`config.mk`:
```
export PLATFORM = sky130hd
export DESIGN_NAME = time_of_day_clock_with_led_chaser
export DESIGN_NICKNAME = d
export VERILOG_FILES = /design/src/hw/rtl/todc_pkg.sv /design/src/hw/rtl/time_of_day_clock_with_led_chaser.sv /design/src/hw/rtl/todc_digit_check.sv /design/src/hw/rtl/todc_time_unit.sv
export SDC_FILE = /design/constraint.sdc
export NUM_CORES = 1
export LEC_CHECK = 0
export BUFFER_PORTS_ARGS = -buffer_cell sky130_fd_sc_hd__buf_2
export CAP_MARGIN = 20
export CORE_ASPECT_RATIO = 0.75
export CORE_MARGIN = 10
export CORE_UTILIZATION = 55
export CTS_BUF_LIST = sky130_fd_sc_hd__clkbuf_8
export DETAILED_ROUTE_END_ITERATION = 8
export GPL_TIMING_DRIVEN = 0
export HOLD_SLACK_MARGIN = 0.1
export PLACE_DENSITY = 0.84
export REMOVE_ABC_BUFFERS = 1
export SYNTH_ARGS = -nofsm -noshare
export SYNTH_HDL_FRONTEND = slang
export SYNTH_SLANG_ARGS = --single-unit
```
`constraint.sdc`:
```
create_clock -name clk_i -period 6.44 [get_ports clk_i]
set_input_delay 0.322 -clock clk_i [delete_from_list [all_inputs] [get_ports clk_i]]
set_output_delay 0.322 -clock clk_i [all_outputs]
set_load 0.01 [all_outputs]
```
`src/hw/rtl/todc_pkg.sv`:
```
// Shared types and constants for the time-of-day clock with LED chaser.
`default_nettype none

package todc_pkg;

  localparam int unsigned TICKS_PER_SECOND = 100;
  localparam int unsigned LED_STEP_TICKS   = 50;

  localparam int unsigned SECONDS_PER_MINUTE = 60;
  localparam int unsigned MINUTES_PER_HOUR   = 60;
  localparam int unsigned HOURS_PER_DAY      = 24;
  localparam int unsigned MAX_HOUR           = 23;
  localparam int unsigned MAX_MINUTE         = 59;

  localparam int unsigned TICK_W    = $clog2(TICKS_PER_SECOND + 1);
  localparam int unsigned LED_CNT_W = $clog2(LED_STEP_TICKS + 1);
  localparam int unsigned HOUR_W    = 5;
  localparam int unsigned MIN_W     = 6;
  localparam int unsigned SEC_W     = 6;
  localparam int unsigned LED_W     = 4;
  localparam int unsigned CHAR_W    = 8;
  localparam int unsigned NUM_CHARS = 4;
  localparam int unsigned DIGIT_W   = 4;
  localparam int unsigned PAIR_W    = 7;   // two decimal digits, up to 99

  localparam logic [CHAR_W-1:0] ASCII_NUL  = 8'h00;
  localparam logic [CHAR_W-1:0] ASCII_ZERO = 8'h30;
  localparam logic [CHAR_W-1:0] ASCII_NINE = 8'h39;

  localparam logic [LED_W-1:0] LED_FIRST = 4'b0001;

  typedef enum logic [1:0] {
    OP_TICK = 2'd0,
    OP_SET  = 2'd1,
    OP_SWAP = 2'd2
  } todc_op_e;

  typedef enum logic [1:0] {
    ST_OK     = 2'd0,
    ST_SYNTAX = 2'd1,
    ST_VALUE  = 2'd2
  } todc_status_e;

  typedef struct packed {
    logic [1:0]                          op;
    logic [NUM_CHARS-1:0][CHAR_W-1:0]    chars;  // [0] hour tens .. [3] minute units
    logic                                new_flag;
  } todc_item_t;

  typedef struct packed {
    todc_status_e        status;
    logic [HOUR_W-1:0]   hours;
    logic [MIN_W-1:0]    minutes;
  } todc_parse_t;

  typedef struct packed {
    todc_status_e        status;
    logic [HOUR_W-1:0]   hours;
    logic [MIN_W-1:0]    minutes;
    logic [SEC_W-1:0]    seconds;
    logic [LED_W-1:0]    led;
    logic                prev_flag;
  } todc_result_t;

endpackage

`default_nettype wire

```
`src/hw/rtl/time_of_day_clock_with_led_chaser.sv`:
```
// Top level: input beat register, clock update logic and result register.
// Path: an accepted input beat waits in the input register and moves on to the
// result register once that is empty or being taken.
// Throughput: one beat per cycle while results are taken; the only loop is
// the state update. The input stays ready while a result waits, as long as
// the input register can move on or is empty. Reset is asynchronous, active
// low: time 00:00:00, first LED lit, changed flag set, both stages empty.
`default_nettype none

module time_of_day_clock_with_led_chaser (
  input  wire         clk_i,
  input  wire         rst_ni,
  input  wire         s_axis_tvalid,
  output logic        s_axis_tready,
  // hour_tens_char[7:0], hour_units_char[15:8], minute_tens_char[23:16],
  // minute_units_char[31:24], new_changed_flag[32], zero fill[39:33]
  input  wire  [39:0] s_axis_tdata,
  // op[1:0]
  input  wire  [1:0]  s_axis_tuser,
  output logic        m_axis_tvalid,
  input  wire         m_axis_tready,
  // status[1:0], hours_now[6:2], minutes_now[12:7], seconds_now[18:13],
  // led_pattern[22:19], previous_changed_flag[23]
  output logic [23:0] m_axis_tdata
);

  logic                   in_valid_q, in_valid_d;
  todc_pkg::todc_item_t   in_item_q, in_item;
  logic                   out_valid_q, out_valid_d;
  todc_pkg::todc_result_t out_res_q, res;
  todc_pkg::todc_parse_t  parse;
  logic                   s_accept;
  logic                   adv;

  assign adv           = in_valid_q && (!out_valid_q || m_axis_tready);
  assign s_axis_tready = !in_valid_q || adv;
  assign s_accept      = s_axis_tvalid && s_axis_tready;

  always_comb begin
    in_item.op       = s_axis_tuser;
    in_item.chars[0] = s_axis_tdata[7:0];
    in_item.chars[1] = s_axis_tdata[15:8];
    in_item.chars[2] = s_axis_tdata[23:16];
    in_item.chars[3] = s_axis_tdata[31:24];
    in_item.new_flag = s_axis_tdata[32];
  end

  always_comb begin
    in_valid_d = in_valid_q;
    if (s_accept) begin
      in_valid_d = 1'b1;
    end else if (adv) begin
      in_valid_d = 1'b0;
    end
    out_valid_d = out_valid_q;
    if (adv) begin
      out_valid_d = 1'b1;
    end else if (m_axis_tready) begin
      out_valid_d = 1'b0;
    end
  end

  always_ff @(posedge clk_i or negedge rst_ni) begin
    if (!rst_ni) begin
      in_valid_q  <= 1'b0;
      out_valid_q <= 1'b0;
    end else begin
      in_valid_q  <= in_valid_d;
      out_valid_q <= out_valid_d;
    end
  end

  always_ff @(posedge clk_i) begin
    if (s_accept) begin
      in_item_q <= in_item;
    end
    if (adv) begin
      out_res_q <= res;
    end
  end

  todc_digit_check u_digit_check (
    .item_i  (in_item_q),
    .parse_o (parse)
  );

  todc_time_unit u_time_unit (
    .clk_i   (clk_i),
    .rst_ni  (rst_ni),
    .en_i    (adv),
    .item_i  (in_item_q),
    .parse_i (parse),
    .res_o   (res)
  );

  assign m_axis_tvalid = out_valid_q;
  assign m_axis_tdata  = {out_res_q.prev_flag, out_res_q.led, out_res_q.seconds,
                          out_res_q.minutes, out_res_q.hours, out_res_q.status};

endmodule

`default_nettype wire

```
`src/hw/rtl/todc_digit_check.sv`:
```
// Parses four ASCII digits HHMM and classifies them for the set-time operation.
`default_nettype none

module todc_digit_check (
  input  wire todc_pkg::todc_item_t  item_i,
  output todc_pkg::todc_parse_t      parse_o
);

  logic [todc_pkg::NUM_CHARS-1:0]    is_nul;
  logic [todc_pkg::NUM_CHARS-1:0]    is_dig;
  logic [todc_pkg::DIGIT_W-1:0]      dig [todc_pkg::NUM_CHARS];
  logic [todc_pkg::PAIR_W-1:0]       hh;
  logic [todc_pkg::PAIR_W-1:0]       mm;

  always_comb begin
    for (int k = 0; k < todc_pkg::NUM_CHARS; k++) begin
      is_nul[k] = (item_i.chars[k] == todc_pkg::ASCII_NUL);
      is_dig[k] = (item_i.chars[k] >= todc_pkg::ASCII_ZERO) &&
                  (item_i.chars[k] <= todc_pkg::ASCII_NINE);
      dig[k]    = todc_pkg::DIGIT_W'(item_i.chars[k] - todc_pkg::ASCII_ZERO);
    end
  end

  assign hh = todc_pkg::PAIR_W'(dig[0]) * todc_pkg::PAIR_W'(10) + todc_pkg::PAIR_W'(dig[1]);
  assign mm = todc_pkg::PAIR_W'(dig[2]) * todc_pkg::PAIR_W'(10) + todc_pkg::PAIR_W'(dig[3]);

  always_comb begin
    parse_o.hours   = todc_pkg::HOUR_W'(hh);
    parse_o.minutes = todc_pkg::MIN_W'(mm);
    if (|is_nul) begin
      parse_o.status = todc_pkg::ST_SYNTAX;
    end else if (!(&is_dig)) begin
      parse_o.status = todc_pkg::ST_VALUE;
    end else if ((hh > todc_pkg::PAIR_W'(todc_pkg::MAX_HOUR)) ||
                 (mm > todc_pkg::PAIR_W'(todc_pkg::MAX_MINUTE))) begin
      parse_o.status = todc_pkg::ST_VALUE;
    end else begin
      parse_o.status = todc_pkg::ST_OK;
    end
  end

endmodule

`default_nettype wire

```
`src/hw/rtl/todc_time_unit.sv`:
```
// Time, LED chaser and changed-flag state with its combinational update logic.
`default_nettype none

module todc_time_unit (
  input  wire                        clk_i,
  input  wire                        rst_ni,
  input  wire                        en_i,
  input  wire todc_pkg::todc_item_t  item_i,
  input  wire todc_pkg::todc_parse_t parse_i,
  output todc_pkg::todc_result_t     res_o
);

  logic [todc_pkg::TICK_W-1:0]    tick_q, tick_d, tick_nxt;
  logic [todc_pkg::LED_CNT_W-1:0] led_cnt_q, led_cnt_d, led_cnt_nxt;
  logic [todc_pkg::SEC_W-1:0]     sec_q, sec_d;
  logic [todc_pkg::MIN_W-1:0]     min_q, min_d;
  logic [todc_pkg::HOUR_W-1:0]    hour_q, hour_d;
  logic [todc_pkg::LED_W-1:0]     chaser_q, chaser_d;
  logic                           flag_q, flag_d;
  todc_pkg::todc_status_e         status;

  assign tick_nxt    = tick_q + todc_pkg::TICK_W'(1);
  assign led_cnt_nxt = led_cnt_q + todc_pkg::LED_CNT_W'(1);

  always_comb begin
    tick_d    = tick_q;
    led_cnt_d = led_cnt_q;
    sec_d     = sec_q;
    min_d     = min_q;
    hour_d    = hour_q;
    chaser_d  = chaser_q;
    flag_d    = flag_q;
    status    = todc_pkg::ST_OK;
    case (todc_pkg::todc_op_e'(item_i.op))
      todc_pkg::OP_TICK: begin
        tick_d    = tick_nxt;
        led_cnt_d = led_cnt_nxt;
        // led_cnt tracks tick count modulo the LED step
        if (led_cnt_nxt == todc_pkg::LED_CNT_W'(todc_pkg::LED_STEP_TICKS)) begin
          led_cnt_d = '0;
          chaser_d  = {chaser_q[todc_pkg::LED_W-2:0], chaser_q[todc_pkg::LED_W-1]};
        end
        if (tick_nxt == todc_pkg::TICK_W'(todc_pkg::TICKS_PER_SECOND)) begin
          tick_d    = '0;
          led_cnt_d = '0;
          flag_d    = 1'b1;
          if (sec_q == todc_pkg::SEC_W'(todc_pkg::SECONDS_PER_MINUTE - 1)) begin
            sec_d = '0;
            if (min_q == todc_pkg::MIN_W'(todc_pkg::MINUTES_PER_HOUR - 1)) begin
              min_d = '0;
              if (hour_q == todc_pkg::HOUR_W'(todc_pkg::HOURS_PER_DAY - 1)) begin
                hour_d = '0;
              end else begin
                hour_d = hour_q + todc_pkg::HOUR_W'(1);
              end
            end else begin
              min_d = min_q + todc_pkg::MIN_W'(1);
            end
          end else begin
            sec_d = sec_q + todc_pkg::SEC_W'(1);
          end
        end
      end
      todc_pkg::OP_SET: begin
        status = parse_i.status;
        if (parse_i.status == todc_pkg::ST_OK) begin
          hour_d    = parse_i.hours;
          min_d     = parse_i.minutes;
          sec_d     = '0;
          tick_d    = '0;
          led_cnt_d = '0;
        end
      end
      todc_pkg::OP_SWAP: begin
        flag_d = item_i.new_flag;
      end
      default: begin
      end
    endcase
  end

  always_ff @(posedge clk_i or negedge rst_ni) begin
    if (!rst_ni) begin
      tick_q    <= '0;
      led_cnt_q <= '0;
      sec_q     <= '0;
      min_q     <= '0;
      hour_q    <= '0;
      chaser_q  <= todc_pkg::LED_FIRST;
      flag_q    <= 1'b1;
    end else if (en_i) begin
      tick_q    <= tick_d;
      led_cnt_q <= led_cnt_d;
      sec_q     <= sec_d;
      min_q     <= min_d;
      hour_q    <= hour_d;
      chaser_q  <= chaser_d;
      flag_q    <= flag_d;
    end
  end

  always_comb begin
    res_o.status    = status;
    res_o.hours     = hour_d;
    res_o.minutes   = min_d;
    res_o.seconds   = sec_d;
    res_o.led       = chaser_d;
    res_o.prev_flag = flag_q;
  end

  a_chaser_onehot: assert property (@(posedge clk_i) disable iff (!rst_ni)
    $onehot(chaser_q)) else $error("LED chaser not one-hot");

  a_time_range: assert property (@(posedge clk_i) disable iff (!rst_ni)
    (sec_q < todc_pkg::SEC_W'(todc_pkg::SECONDS_PER_MINUTE)) &&
    (min_q < todc_pkg::MIN_W'(todc_pkg::MINUTES_PER_HOUR)) &&
    (hour_q < todc_pkg::HOUR_W'(todc_pkg::HOURS_PER_DAY)))
    else $error("time count out of range");

  a_tick_range: assert property (@(posedge clk_i) disable iff (!rst_ni)
    (tick_q < todc_pkg::TICK_W'(todc_pkg::TICKS_PER_SECOND)) &&
    (led_cnt_q < todc_pkg::LED_CNT_W'(todc_pkg::LED_STEP_TICKS)))
    else $error("tick counter out of range");

  a_set_clears: assert property (@(posedge clk_i) disable iff (!rst_ni)
    (en_i && (item_i.op == todc_pkg::OP_SET) && (parse_i.status == todc_pkg::ST_OK))
    |=> (sec_q == '0) && (tick_q == '0))
    else $error("set time did not clear seconds and ticks");

endmodule

`default_nettype wire

```
==> impl_metrics.tcl, run 1 <==
set metrics [dict create \
    status "finished, final reports clean" \
    synthCells 465 \
    synth_edf_count 59 \
    max_cap_viol_count 0 \
    worst_slew_margin_rel 0.433 \
    vias_per_cell 6.13 \
    clkLatencyLatePin_ps 380 \
    ant_nets 0 \
    io_buffers 64 \
    grt_pass1_wl_mm 20.3 \
    synth_seq_area_share 0.530 \
    final_hold_viol_count 0 \
    drt_wl_total_mm 12.2 \
    drv_slew 0 \
    cp_data_required_time_ps 6570 \
    fill_cells 662 \
    wl_per_cell_um 18.4 \
    start_util 0.563 \
    cp-end-kind "flop" \
    synth.area.top_cells "edfxtp_1 35%, dfrtp_1 17%, ha_1 4.4%" \
    cts.repair.resized 0 \
    synthMostInstantiatedCell "edfxtp_1" \
    syn2layout_area_growth_pct 14.8 \
    place_congestion 0.909 \
    clock_path_buffers 2 \
    p_per_area_mw_per_mm2 249 \
    antenna_found_initial 0 \
    cts.sinks 96 \
    rsz0062_at_grt "no" \
    tightest_slew_ps 850 \
    ctsHoldBuffers 1 \
    drive_gt1_frac 0.191 \
    drc_errors 0 \
    vias 4067 \
    die_area_mm2 0.0136 \
    hold_ws_ps 114 \
    globalRouteOverflowTotal 0 \
    synth_top_area_share 0.348 \
    hp-class "in -> reg" \
    irDropWorstVdd_uv 189 \
    cp_max_fo 14 \
    syn-mean-instance-area_um2 11.0 \
    cp.arrival_ps 4100 \
    drt_pre_antenna_iters 5 \
    cts_root_buf "clkbuf_8" \
    final_nets 598 \
    timing.setup.tns_ps 0 \
    cts_tree "yes" \
    synth-async-reset-ratio 0.385 \
    grt_pass1_vias 3952 \
    core_mm2 0.00905 \
    dpl_worst_slack_ps 2540 \
    cts_max_level 3 \
    synth_top_area_cell "edfxtp_1" \
    numCtsBuffers 9 \
    grt_use_total 0.183 \
    fin_ws_ps 2470 \
    dp_hpwl_mm 8.71 \
    clk_pin_slew_worst_paths_ps 100 \
    io_pins 72 \
    diodes 0 \
    yosys_warnings 0 \
    dieWidth_um 131 \
    rows 30 \
    setup-violations-final 0 \
    clock.fmax_mhz 252 \
    synth-main-ff-cell "edfxtp_1" \
    grt_max_degree 38 \
    synthTopCellsByCount "59 x edfxtp_1, 43 x nand2_1, 38 x o21ai_0" \
    postCtsSetupRepairBufs 0 \
    synth-seq-cells 96 \
    final_util 0.647 \
    fp.dieH_um 103 \
    total_power_mw 1.46 \
    leakagePower_nw 2.35 \
    fin_worst_skew_ps 16.4 \
    critPathKind "reg -> reg" \
    finalCritPeriodShare 0.617 \
    finalCriticalPeriod_ps 3970 \
    synth.distinct_cells 61 \
    drtIter0Drc 531 \
    synth_area_mm2 0.00510 \
    start_kind "flop" \
]
==> logic make-up (layout without fill, tap and decap cells) <==
| group | count (synthesis) | count (layout) | synth area share |
|---|---|---|---|
| buffers and inverters | 36 | 106 | 0.0275 |
| AND/OR/NAND/NOR | 160 | 160 | 0.161 |
| flip-flops | 96 | 96 | 0.530 |
| adder cells (fa/ha/maj) | 23 | 23 | 0.0619 |
| AO/OA/AOI/OAI | 119 | 119 | 0.157 |
| multiplexers | 19 | 19 | 0.0395 |
| XOR/XNOR | 12 | 12 | 0.0233 |
==> cells in the final DEF, fill, tap and decap left out, types with 6 or more instances in the layout <==
| master | n |
|---|---|
| nand4_1 | 10 |
| inv_1 | 17 |
| o2bb2ai_1 | 10 |
| nor2_1 | 29 |
| nand2_1 | 43 |
| o21ai_0 | 38 |
| ha_1 | 18 |
| edfxtp_1 | 59 |
| nor3_1 | 8 |
| a21oi_1 | 20 |
| nor4_1 | 11 |
| nand3_1 | 18 |
| dfrtp_1 | 35 |
| xor2_1 | 6 |
| mux2i_1 | 10 |
| mux2_2 | 9 |
| clkbuf_8 | 9 |
| buf_2 | 64 |
| o31ai_1 | 10 |
==> power breakdown <==
part	internal, mW	switching, mW
clock network	0.215	0.213
logic	0.106	0.145
registers	0.719	0.0596
total	1.04	0.418
==> area by class of cell <==
class                      count  area (µm²)  area share
tap                          128         160      0.0274
clock inverter                 7        87.6      0.0150
sequential                    96        2700       0.462
inverter                      18        67.6      0.0116
clock buffer                   9         124      0.0212
multi-input combinational    333        2260       0.386
timing repair buffer          72         453      0.0774
==> final timing paths <==
| path | startpoint | slack [ps] | to | cells after the start |
|---|---|---|---|---|
| setup / recovery | in_item_q[18] | 2470 | m_axis_tdata[6] | 10 |
| setup reg to reg | in_item_q[18] | 2470 | m_axis_tdata[6] | 10 |
| hold reg to reg | u_time_unit.flag_q | 500 | u_time_unit.flag_q | 2 |
| max in group asynchronous | rst_ni | 5310 | u_time_unit.sec_q[1] | 2 |
| hold / removal | s_axis_tdata[29] | 110 | in_item_q[30] | 1 |
| min in group asynchronous | rst_ni | 580 | u_time_unit.sec_q[3] | 2 |
==> critical path, cell delays in order (launching register included) <==
cell,delay (ps)
edfxtp_1,490
ha_1,350
ha_1,200
inv_1,60
fa_1,480
xor2_1,200
a221oi_1,390
o211ai_2,250
nor2_2,660
o32ai_1,280
a221o_1,370
==> per-stage QoR <==
step | area, µm² | instances
2_1_floorplan | 5020 | 447
3_3_place_gp | 5510 | 639
3_5_place_dp | 5530 | 640
4_1_cts | 5750 | 657
5_1_grt | 5850 | 663
6_report | 5850 | 663
==> layer usage <==
layer  share of wire  track usage
met1            0.46        0.252
met2            0.45        0.281
met3           0.077       0.0468
met4           0.012       0.0543
met5               0            0
==> state kept, by name (all words and copies together), names as in the netlist, 4 cells and up <==
name	cells
u_time_unit.hour_q	5
u_time_unit.min_q	6
in_item_q	35
u_time_unit.led_cnt_q	6
u_time_unit.chaser_q	4
u_time_unit.sec_q	6
m_axis_tdata	24
u_time_unit.tick_q	7
Note: power is estimated with default switching activity, not from simulation.
==> run 2: changes to the inputs <==
CORE_UTILIZATION = 54   (was 55)
PLACE_DENSITY = 0.86   (was 0.84)
clock period = 3.48 ns   (was 6.44 ns; I/O delays follow)
==> run 2 against run 1 <==
  * Sequential power rose by 85%
  * Highest routed layer unchanged
  * Die area increased by 1.5%
  * Total power rose by 92%
  * Critical path depth increased by 2
  * Worst setup slack lost 2400 ps
  * Non-clock buffer count grew 39
  * Clock skew about the same
  * Routed wire length up 12%
  * Clock power grew 95%
  * Cell area grew 7.0%
==> impl_metrics.tcl, run 2 (synthesized netlist as in run 1, its figures left out) <==
set metrics [dict create \
    clock.fmax_mhz 297 \
    worstHoldStart "m_axis_tready" \
    drive_gt1_frac 0.197 \
    cp_max_fo 7 \
    clk_pin_slew_worst_paths_ps 90 \
    drt_wl_total_mm 13.6 \
    final_common_cell "buf_2" \
    cp_slowest_stage_delay_ps 430 \
    stdcell_count 702 \
    ff2ff_path_depth 12 \
    largest_register_ff_count 35 \
    cts_root_buf "clkbuf_8" \
    cts_tree "yes" \
    start_kind "flop" \
    grt_use_total 0.193 \
    antenna_found_initial 0 \
    numCtsBuffers 9 \
    finalCritPeriodShare 0.968 \
    die_area_mm2 0.0138 \
    grt_pass1_wl_mm 21.9 \
    finalCriticalPeriod_ps 3370 \
    top_register "in_item_q" \
    clkLatencyLatePin_ps 390 \
    worst_slew_margin_rel 0.410 \
    path_depth 12 \
    wl_per_cell_um 19.4 \
    io_buffers 64 \
    start_util 0.559 \
    vias 4373 \
    max_cap_viol_count 0 \
    drt_pre_antenna_iters 8 \
    p_per_area_mw_per_mm2 446 \
    rows 30 \
    status "finished, final reports clean" \
    clock_path_buffers 2 \
    cp-end-kind "flop" \
    cts.sinks 96 \
    dp_hpwl_mm 8.95 \
    final_util 0.686 \
    path_common_cell "ha_1" \
    leakagePower_nw 2.54 \
    grt_pass1_vias 4367 \
    path_cells "ha_1 -> ha_1 -> inv_1 -> fa_1 -> xnor2_1 -> or2_2 -> mux2i_2 -> o211ai_4 -> nor2_4 -> buf_4 -> mux2i_1 -> o21ai_0" \
    fin_worst_skew_ps 16.3 \
    hold_ws_ps 124 \
    place_congestion 0.893 \
    diodes 0 \
    critPathTopFamily "adder cells" \
    vias_per_cell 6.23 \
    cp.arrival_ps 3460 \
    hp-class "in -> reg" \
    timing.setup.tns_ps 0 \
    worst_r2r_startpoint "in_item_q[18]" \
    crit_start "in_item_q[18]" \
    io_pins 72 \
    setup-violations-final 0 \
    place_inst 640 \
    globalRouteOverflowTotal 0 \
    min_path_cells 3 \
    dieWidth_um 132 \
    syn2layout_area_growth_pct 22.8 \
    tightest_slew_ps 885 \
    final_nets 637 \
    rsz0062_at_grt "no" \
    critPathBufInv 2 \
    ant_nets 0 \
    critPathKind "reg -> reg" \
    final_cell_mix "64 x buf_2, 59 x edfxtp_1, 43 x nand2_1, 38 x o21ai_0, 38 x dlygate4sd3_1" \
    drtIter0Drc 582 \
    cp_data_required_time_ps 3570 \
    cts_max_level 3 \
    core_mm2 0.00912 \
    fp.dieH_um 104 \
    final_hold_viol_count 0 \
    drv_slew 0 \
    slowest_stage "fa_1" \
    drc_errors 0 \
    grt_max_degree 38 \
    irDropWorstVdd_uv 293 \
]
## run 2: final timing paths
kind	end	slack, ps
hold / removal	m_axis_tvalid	120
hold reg to reg	u_time_unit.flag_q	490
setup / recovery	m_axis_tdata[8]	110
max in group asynchronous	u_time_unit.hour_q[3]	2470
setup reg to reg	m_axis_tdata[8]	110
min in group asynchronous	u_time_unit.sec_q[3]	420
## run 2: cell type report
type                            count  area, µm²
Inverter                           18       67.6
Multi-Input combinational cell    333       2290
Sequential cell                    96       2700
Timing Repair Buffer              111        816
Fill cell                         632       2860
Tap cell                          128        160
Clock inverter                      6       88.8
Clock buffer                       10        138
## run 2: power breakdown
part           internal (mW)  switching, mW  leakage (nW)
combinational          0.222          0.291          1.38
sequential              1.33          0.114          1.04
clock                  0.428          0.408         0.114
total                   1.98          0.814          2.54
## run 2: what timing repair did
action                                  4_1_cts  5_1_grt
pin swaps                                     1        2
hold buffers                                 38        0
gates cloned                                  0        0
endpoints found under the hold margin        71        0
gates resized for setup                       4        2
endpoints found under the setup margin       32       27
buffers inserted                              3        3
## run 2: routing by layer
layer,track usage,routed length (µm),up-vias
li1,-,-,1977
met1,0.238,5530,2075
met2,0.317,6550,278
met3,0.0526,1210,43
met4,0.0697,348,0
met5,0,0,-
## run 2: worst register-to-register path, delay by kind of cell, from the launching register on
family                   cells  cell delay [ps]
AO/OA/AOI/OAI                2              310
XOR/XNOR                     1              180
adder cells (fa/ha/maj)      3              870
buffers and inverters        2              260
flip-flops                   1              400
multiplexers                 2              460
AND/OR/NAND/NOR              2              590
## run 2: through the flow
stage / total power, mW / worst slack [ps] / area [µm²]
floorplan: 1.73 / 211 / 5020
global placement: 1.86 / -325 / 5510
detailed placement: 1.90 / -418 / 5520
CTS: 2.77 / 37.4 / 6180
global route: 2.92 / 20.6 / 6260
finish: 2.79 / 111 / 6260
